<file path="src/hw/rtl/websocket_frame_deframer_defines.svh">
// Assertion macros for the WebSocket frame deframer.
// Depends on nothing; included by the top level only.
`ifndef WEBSOCKET_FRAME_DEFRAMER_DEFINES_SVH
`define WEBSOCKET_FRAME_DEFRAMER_DEFINES_SVH

`ifndef SYNTH
`define WSD_ASSERT(label, clk, rst, prop, msg) \
   label: assert property (@(posedge clk) disable iff (rst) prop) else $error(msg);
`define WSD_ASSERT_ALWAYS(label, clk, prop, msg) \
   label: assert property (@(posedge clk) prop) else $error(msg);
`else
`define WSD_ASSERT(label, clk, rst, prop, msg)
`define WSD_ASSERT_ALWAYS(label, clk, prop, msg)
`endif

`endif

</file>
<file path="src/hw/rtl/wsd_pkg.sv">
// Shared types and constants for the WebSocket frame deframer.
// No dependencies; used by wsd_parser and websocket_frame_deframer.
package wsd_pkg;

   localparam int FrameByteW = 8;
   localparam int OpcodeW    = 4;
   localparam int LengthW    = 64;
   localparam int ExtCountW  = 4;
   localparam int KeyBytes   = 4;
   localparam int KeyIdxW    = 2;
   localparam int PhaseW     = 3;

   localparam logic [OpcodeW-1:0] OP_CLOSE = 4'd8;

   localparam logic [6:0] LEN7_MAX  = 7'd125;
   localparam logic [6:0] LEN7_EXT16 = 7'd126;

   localparam logic [ExtCountW-1:0] EXT16_BYTES = 4'd2;
   localparam logic [ExtCountW-1:0] EXT64_BYTES = 4'd8;

   localparam logic [PhaseW-1:0] PH_FIRST = 3'd0;
   localparam logic [PhaseW-1:0] PH_LEN   = 3'd1;
   localparam logic [PhaseW-1:0] PH_EXT   = 3'd2;
   localparam logic [PhaseW-1:0] PH_MASK  = 3'd3;
   localparam logic [PhaseW-1:0] PH_DATA  = 3'd4;
   localparam logic [PhaseW-1:0] PH_SKIP  = 3'd5;

   typedef struct packed {
      logic                  emit;
      logic [FrameByteW-1:0] payload_byte;
      logic                  payload_valid;
      logic                  frame_last;
      logic                  fin_flag;
      logic [OpcodeW-1:0]    frame_opcode;
      logic                  close_seen;
      logic                  length_mismatch;
   } wsd_result_type;

endpackage

</file>
<file path="src/hw/rtl/wsd_parser.sv">
// Header parser, length check and payload unmasking for one frame byte.
// Depends on wsd_pkg; instantiated by websocket_frame_deframer.
module wsd_parser
   import wsd_pkg::*;
(
   input  logic                  clock,
   input  logic                  reset,
   input  logic                  step,
   input  logic [FrameByteW-1:0] frame_byte,
   input  logic                  frame_end,
   output wsd_result_type        result
);

   logic [PhaseW-1:0]     phase_ff, phase_in;
   logic [ExtCountW-1:0]  ext_left_ff, ext_left_in;
   logic [LengthW-1:0]    declared_ff, declared_in;
   logic [LengthW-1:0]    count_ff, count_in;
   logic [FrameByteW-1:0] key_ff [KeyBytes];
   logic [FrameByteW-1:0] key_in [KeyBytes];
   logic [KeyIdxW-1:0]    key_idx_ff, key_idx_in;
   logic                  fin_ff, fin_in;
   logic [OpcodeW-1:0]    opcode_ff, opcode_in;
   logic [6:0]            len7;

   assign len7 = frame_byte[6:0];

   always_comb begin
      phase_in    = phase_ff;
      ext_left_in = ext_left_ff;
      declared_in = declared_ff;
      count_in    = count_ff;
      key_in      = key_ff;
      key_idx_in  = key_idx_ff;
      fin_in      = fin_ff;
      opcode_in   = opcode_ff;
      result      = '0;
      unique case (phase_ff)
         PH_LEN: begin
            if (len7 <= LEN7_MAX) begin
               declared_in = {{(LengthW-7){1'b0}}, len7};
               phase_in    = PH_MASK;
            end else begin
               declared_in = '0;
               ext_left_in = (len7 == LEN7_EXT16) ? EXT16_BYTES : EXT64_BYTES;
               phase_in    = PH_EXT;
            end
            result.emit            = frame_end;
            result.length_mismatch = frame_end;
         end
         PH_EXT: begin
            declared_in = {declared_ff[LengthW-FrameByteW-1:0], frame_byte};
            ext_left_in = ext_left_ff - 1'b1;
            if (ext_left_in == '0) begin
               phase_in = PH_MASK;
            end
            result.emit            = frame_end;
            result.length_mismatch = frame_end;
         end
         PH_MASK: begin
            key_in[key_idx_ff] = frame_byte;
            result.emit        = frame_end;
            if (key_idx_ff == KeyIdxW'(KeyBytes - 1)) begin
               key_idx_in             = '0;
               phase_in               = PH_DATA;
               result.length_mismatch = frame_end && (declared_ff != '0);
            end else begin
               key_idx_in             = key_idx_ff + 1'b1;
               result.length_mismatch = frame_end;
            end
         end
         PH_DATA: begin
            key_idx_in             = key_idx_ff + 1'b1;
            count_in               = count_ff + 1'b1;
            result.emit            = 1'b1;
            result.payload_valid   = 1'b1;
            result.payload_byte    = frame_byte ^ key_ff[key_idx_ff];
            result.length_mismatch = frame_end && (count_in != declared_ff);
         end
         PH_SKIP: begin
            result.emit = frame_end;
         end
         default: begin
            fin_in    = frame_byte[7];
            opcode_in = frame_byte[OpcodeW-1:0];
            result.emit = frame_end;
            if (opcode_in == OP_CLOSE) begin
               phase_in = PH_SKIP;
            end else begin
               phase_in               = PH_LEN;
               result.length_mismatch = frame_end;
            end
         end
      endcase
      result.frame_last   = frame_end;
      result.fin_flag     = fin_in;
      result.frame_opcode = opcode_in;
      result.close_seen   = (opcode_in == OP_CLOSE);
      if (frame_end) begin
         phase_in    = PH_FIRST;
         ext_left_in = '0;
         declared_in = '0;
         count_in    = '0;
         key_idx_in  = '0;
         for (int i = 0; i < KeyBytes; i++) begin
            key_in[i] = '0;
         end
      end
   end

   always_ff @(posedge clock) begin
      if (reset) begin
         phase_ff    <= PH_FIRST;
         ext_left_ff <= '0;
         declared_ff <= '0;
         count_ff    <= '0;
         key_idx_ff  <= '0;
         fin_ff      <= 1'b0;
         opcode_ff   <= '0;
         for (int i = 0; i < KeyBytes; i++) begin
            key_ff[i] <= '0;
         end
      end else if (step) begin
         phase_ff    <= phase_in;
         ext_left_ff <= ext_left_in;
         declared_ff <= declared_in;
         count_ff    <= count_in;
         key_idx_ff  <= key_idx_in;
         fin_ff      <= fin_in;
         opcode_ff   <= opcode_in;
         key_ff      <= key_in;
      end
   end

endmodule

</file>
<file path="src/hw/rtl/websocket_frame_deframer.sv">
// WebSocket frame deframer: takes one frame byte per transfer, with frame_end on the
// frame's last byte, parses FIN, opcode, 7/16/64-bit length and the 4-byte mask key,
// and returns each payload byte unmasked. A close frame returns one result at its end;
// every frame closes with a result marked frame_last that flags a length mismatch or a
// truncated header. Header bytes return nothing unless they end the frame. One byte is
// taken every cycle while req_ready is high; a result appears in the cycle after its
// byte, held in a single output register that is refilled in the same cycle it is taken,
// so req_ready drops only while that register holds a result that rsp_ready has not taken.
// Depends on wsd_pkg, wsd_parser and websocket_frame_deframer_defines.svh.
`include "websocket_frame_deframer_defines.svh"
module websocket_frame_deframer
   import wsd_pkg::*;
(
   input  logic                  clock,
   input  logic                  reset,
   input  logic                  req_valid,
   output logic                  req_ready,
   input  logic [FrameByteW-1:0] req_frame_byte,
   input  logic                  req_frame_end,
   output logic                  rsp_valid,
   input  logic                  rsp_ready,
   output logic [FrameByteW-1:0] rsp_payload_byte,
   output logic                  rsp_payload_valid,
   output logic                  rsp_frame_last,
   output logic                  rsp_fin_flag,
   output logic [OpcodeW-1:0]    rsp_frame_opcode,
   output logic                  rsp_close_seen,
   output logic                  rsp_length_mismatch
);

   logic           accept;
   logic           rsp_valid_ff, rsp_valid_in;
   wsd_result_type result;
   wsd_result_type rsp_ff;

   assign req_ready = !rsp_valid_ff || rsp_ready;
   assign accept    = req_valid && req_ready;

   wsd_parser u_parser (
      .clock      (clock),
      .reset      (reset),
      .step       (accept),
      .frame_byte (req_frame_byte),
      .frame_end  (req_frame_end),
      .result     (result)
   );

   always_comb begin
      rsp_valid_in = rsp_valid_ff;
      if (accept) begin
         rsp_valid_in = result.emit;
      end else if (rsp_ready) begin
         rsp_valid_in = 1'b0;
      end
   end

   always_ff @(posedge clock) begin
      if (reset) begin
         rsp_valid_ff <= 1'b0;
      end else begin
         rsp_valid_ff <= rsp_valid_in;
      end
   end

   // hold payload until the next result transfer
   always_ff @(posedge clock) begin
      if (accept && result.emit) begin
         rsp_ff <= result;
      end
   end

   assign rsp_valid           = rsp_valid_ff;
   assign rsp_payload_byte    = rsp_ff.payload_byte;
   assign rsp_payload_valid   = rsp_ff.payload_valid;
   assign rsp_frame_last      = rsp_ff.frame_last;
   assign rsp_fin_flag        = rsp_ff.fin_flag;
   assign rsp_frame_opcode    = rsp_ff.frame_opcode;
   assign rsp_close_seen      = rsp_ff.close_seen;
   assign rsp_length_mismatch = rsp_ff.length_mismatch;

   `WSD_ASSERT(a_ready_only_blocked_by_rsp, clock, reset, !req_ready |-> rsp_valid, "req_ready low without a pending result")
   `WSD_ASSERT(a_mismatch_on_last, clock, reset, rsp_valid && rsp_length_mismatch |-> rsp_frame_last, "length mismatch on a result that is not last")
   `WSD_ASSERT(a_close_no_payload, clock, reset, rsp_valid && rsp_close_seen |-> !rsp_payload_valid && rsp_frame_last && !rsp_length_mismatch, "close result carries payload or mismatch")
   `WSD_ASSERT(a_empty_byte_zero, clock, reset, rsp_valid && !rsp_payload_valid |-> rsp_payload_byte == '0 && rsp_frame_last, "non-payload result not last or byte nonzero")

endmodule
</file>
<file path="config.mk">
export PLATFORM = sky130hd
export DESIGN_NAME = websocket_frame_deframer
export DESIGN_NICKNAME = d
export VERILOG_FILES = /design/src/hw/rtl/wsd_pkg.sv /design/src/hw/rtl/wsd_parser.sv /design/src/hw/rtl/websocket_frame_deframer.sv
export VERILOG_INCLUDE_DIRS = /design/src /design/src/hw/rtl
export SDC_FILE = /design/constraint.sdc
export NUM_CORES = 1
export LEC_CHECK = 0
export ABC_AREA = 1
export BUFFER_PORTS_ARGS = -buffer_cell sky130_fd_sc_hd__buf_2
export CAP_MARGIN = 20
export CORE_MARGIN = 8
export CORE_UTILIZATION = 35
export DETAILED_ROUTE_END_ITERATION = 10
export GPL_TIMING_DRIVEN = 0
export PLACE_DENSITY = 0.48
export REMOVE_ABC_BUFFERS = 1
export SLEW_MARGIN = 0
export SYNTH_ARGS = -nofsm -noshare
export SYNTH_HDL_FRONTEND = slang
export SYNTH_SLANG_ARGS = --single-unit
export TNS_END_PERCENT = 100
</file>
<file path="constraint.sdc">
create_clock -name clock -period 3.95 [get_ports clock]
set_clock_uncertainty 0.1 [all_clocks]
set_input_delay 0.395 -clock clock [delete_from_list [all_inputs] [get_ports clock]]
set_output_delay 0.395 -clock clock [all_outputs]
set_load 0.005 [all_outputs]
</file>
==> impl_metrics.json <==
{
  "status": "completed",
  "ir_drop_uv": 386,
  "cts_hold_buf": 0,
  "critPathBufInv": 1,
  "synth_top_family_by_area": "simple AND/OR/NAND/NOR gates",
  "via_count": 10900,
  "cts-root-buf": "clkbuf_16",
  "firstDrtPassIters": 5,
  "synth_ff_type": "dfxtp_1",
  "cts_max_path_buffers": 2,
  "via_per_inst": 5.15,
  "fin_crit_ps": 3420,
  "yosys.area.top_type": "dfxtp_1",
  "synth-adder-area-share_pct": 0.783,
  "dp_hpwl_um": 27300,
  "portBuffers": 31,
  "rsz0062_at_grt": "no",
  "grt_max_degree": 84,
  "htree_num_levels": 4,
  "synthMuxAreaShare_pct": 0,
  "die_area_um2": 37900,
  "end_kind": "flip-flop",
  "startpoint_type": "flip-flop",
  "fin_nets": 1729,
  "synthArstFlopShare_pct": 0,
  "ys_seq_area_share_pct": 35.9,
  "cts_tree": "built",
  "syn_area_um2": 11200,
  "setup_ws_ps": 529,
  "drive_gt1_share_pct": 6.33,
  "cp_max_fo": 11,
  "synth_compound_area_share_pct": 16.2,
  "finalSetupViolCount": 0,
  "numCtsBuffers": 17,
  "clk_latency_ps": 450,
  "timing.rr.start": "u_parser.count_ff[0]$_SDFFE_PP0P_",
  "reg2reg_slack_ps": 530,
  "antenna_found_initial": 1,
  "yosysWarnings": 0,
  "grt_overflow": 0,
  "synth_seq_cells": 192,
  "first_global_vias": 10500,
  "power_frac_clock_pct": 39.0,
  "cts.repair.resized": 0,
  "syn_inst": 1714,
  "gp_congestion": 0.876,
  "required_ps": 4030,
  "p_int_w": 0.00323,
  "grt.total_usage_pct": 19.5,
  "slew_viol_final": 0,
  "max_stage_delay_ps": 450,
  "synth_top_area_share_pct": 31.3,
  "drtAntennaViolNets": 0,
  "chipHeight_um": 195,
  "drc": 0,
  "rows": 65,
  "hold_violations": 0,
  "p_comb_share_pct": 14.8,
  "finalInstanceArea_um2": 12400,
  "post_synth_xor_area_fraction_pct": 4.83,
  "swShare_pct": 30.1,
  "path_delay_family": "simple AND/OR/NAND/NOR gates",
  "timing.rr.end": "rsp_length_mismatch$_DFFE_PP_",
  "clk_pin_slew_ps": 80,
  "start_util_pct": 35.5,
  "min_delay_path_depth": 4,
  "cts_sinks": 192,
  "clock.fmax_mhz": 292,
  "hp-start": "rsp_ready",
  "syn_avg_cell_area_um2": 6.53,
  "p_leak_nw": 4.82,
  "powerDensity_nw_per_um2": 373,
  "first_iter_violations": 653,
  "crit_slowest_cell": "dfxtp_1",
  "synth-simple-area-share_pct": 34.7,
  "fp.dieW_um": 195,
  "post_cts_buffers": 0,
  "worstPathCellList": "ha_1 -> inv_1 -> nor2_8 -> nand2_4 -> nor2_4 -> nand2_1 -> o21bai_1 -> nand2_1 -> nand2_1 -> nand3_1 -> nor2_1 -> nand2_1 -> nor2_1 -> nand3_1 -> nand3_1 -> nand3_1",
  "hp-class": "input port to flip-flop",
  "fin_crit_sh_pct": 86.6,
  "synth-edff-count": 17,
  "max_slew_margin_pct": 36.2,
  "worst_pin_slew_ps": 953,
  "place_ws_ps": 397,
  "p_switching_w": 0.00139,
  "synth_area_leaders": "dfxtp_1 31%, nand2_1 17%, a21oi_1 8.0%",
  "ys_types": 42,
  "grt_pass1_wl_um": 58600,
  "placed_area_um2": 11800,
  "wl_um": 37200,
  "min_to": "rsp_valid$_SDFFE_PP0P_",
  "crit_type": "flip-flop to flip-flop",
  "worstPathArrival_ps": 3510,
  "wl_per_cell_um": 17.5,
  "rr_worst_depth": 16,
  "fp.coreArea_um2": 31600,
  "io_pins": 32,
  "seqPwrFrac_pct": 46.2,
  "area_delta_synth_final_pct": 10.9,
  "cap_violations": 0
}
[metal layers]
metal,global-route usage (%),wire length [um]
met2,33.1,17700
met4,5.98,805
met1,25.0,17400
met5,0,0
met3,3.20,1270
[registers in the layout, summed over array words and instances (netlist names), 3 cells and up]
signal / flops
u_parser.opcode_ff: 4
u_parser.key_ff: 32
u_parser.declared_ff: 64
u_parser.ext_left_ff: 4
u_parser.phase_ff: 3
rsp_payload_byte: 8
u_parser.count_ff: 64
rsp_frame_opcode: 4
[power groups by stage]
stage,logic [W],registers (W),clock network [W]
3_3_place_gp,0.000675,0.00218,0
4_1_cts,0.000692,0.00214,0.00186
5_1_grt,0.000773,0.00215,0.00193
2_1_floorplan,0.000415,0.00216,0
3_5_place_dp,0.000691,0.00218,0
6_report,0.000684,0.00214,0.00180
[worst max-delay path by stage]
stage | startpoint | to | slack (ps) | depth (start not counted)
final | u_parser.count_ff[0]$_SDFFE_PP0P_ | rsp_length_mismatch$_DFFE_PP_ | 530 | 16
after CTS | u_parser.phase_ff[2]$_SDFFE_PP0P_ | u_parser.count_ff[13]$_SDFFE_PP0P_ | 520 | 10
after floorplan | u_parser.phase_ff[2]$_SDFFE_PP0P_ | u_parser.count_ff[22]$_SDFFE_PP0P_ | -1260 | 9
after global placement | u_parser.phase_ff[2]$_SDFFE_PP0P_ | u_parser.count_ff[13]$_SDFFE_PP0P_ | -10330 | 9
after detailed placement | req_frame_end | u_parser.declared_ff[3]$_SDFFE_PP0P_ | 400 | 8
after global routing | u_parser.count_ff[0]$_SDFFE_PP0P_ | rsp_length_mismatch$_DFFE_PP_ | 250 | 16
[per-stage QoR]
| stage | setup TNS, ps | util (%) | std cells | total power [W] | hold WS [ps] |
|---|---|---|---|---|---|
| final | 0 | 39.3 | 2125 | 0.00462 | 156 |
| after floorplan | -71940 | - | 1652 | 0.00258 | 328 |
| after global placement | -825910 | 36.8 | 2085 | 0.00286 | 343 |
| after CTS | 0 | 39.3 | 2124 | 0.00468 | 130 |
| after global routing | 0 | 39.3 | 2124 | 0.00485 | 171 |
| after detailed placement | 0 | 37.4 | 2092 | 0.00287 | 354 |
[worst register-to-register path, delay by kind of cell, from the launching register on]
kind / cells / cell delay [ps]
simple gates: 13 / 2010
flops: 1 / 450
compound gates: 1 / 280
fa+ha+maj: 1 / 230
buf+inv: 1 / 100
[cell usage after synthesis, types with 3 or more instances]
library cell and number:
edfxtp_1 17, o21ai_1 12, nor4_1 11, o21ai_0 65, clkbuf_1 53, buf_1 6, nand3b_1 13, ha_1 7
xor2_1 26, nand3_1 116, clkinv_1 3, o22ai_1 11, nor2_1 210, nand2_1 504, nand4_1 15, nor2_2 11
nand2_4 5, or2_2 3, xnor2_1 15, dfxtp_1 175, nor2_4 7, nor3_1 7, nand2_2 8, inv_1 158
a21oi_1 179, a211oi_1 51, xnor3_1 7
[layout make-up]
cell class	count	area, um2
fill	3420	19200
multi-input combinational	1298	6360
sequential	192	4010
inverter	162	608
tap	402	503
clock buffer	20	437
timing repair buffer	38	332
clock inverter	12	151
antenna	1	2.50
[cells by family after synthesis]
family,Yosys count
flip-flops,192
AO/OA/AOI/OAI,328
AND/OR/NAND/NOR,914
adder cells (fa/ha/maj),7
buffers and inverters,224
XOR/XNOR,49
[cell usage in the layout (no fill, tap or decap), types with 6 or more instances in the layout]
cell       count
a211oi_1      51
a21oi_1      179
buf_2         30
clkbuf_16     17
dfxtp_1      175
edfxtp_1      17
ha_1           7
inv_1        158
nand2_1      503
nand2_2        8
nand2_4        6
nand3_1      116
nand3b_1      13
nand4_1       15
nor2_1       208
nor2_2        11
nor2_4         9
nor3_1         7
nor4_1        11
o21ai_0       65
o21ai_1       11
o22ai_1       11
xnor2_1       15
xnor3_1        7
xor2_1        26
Note: power is estimated with default switching activity, not from simulation.
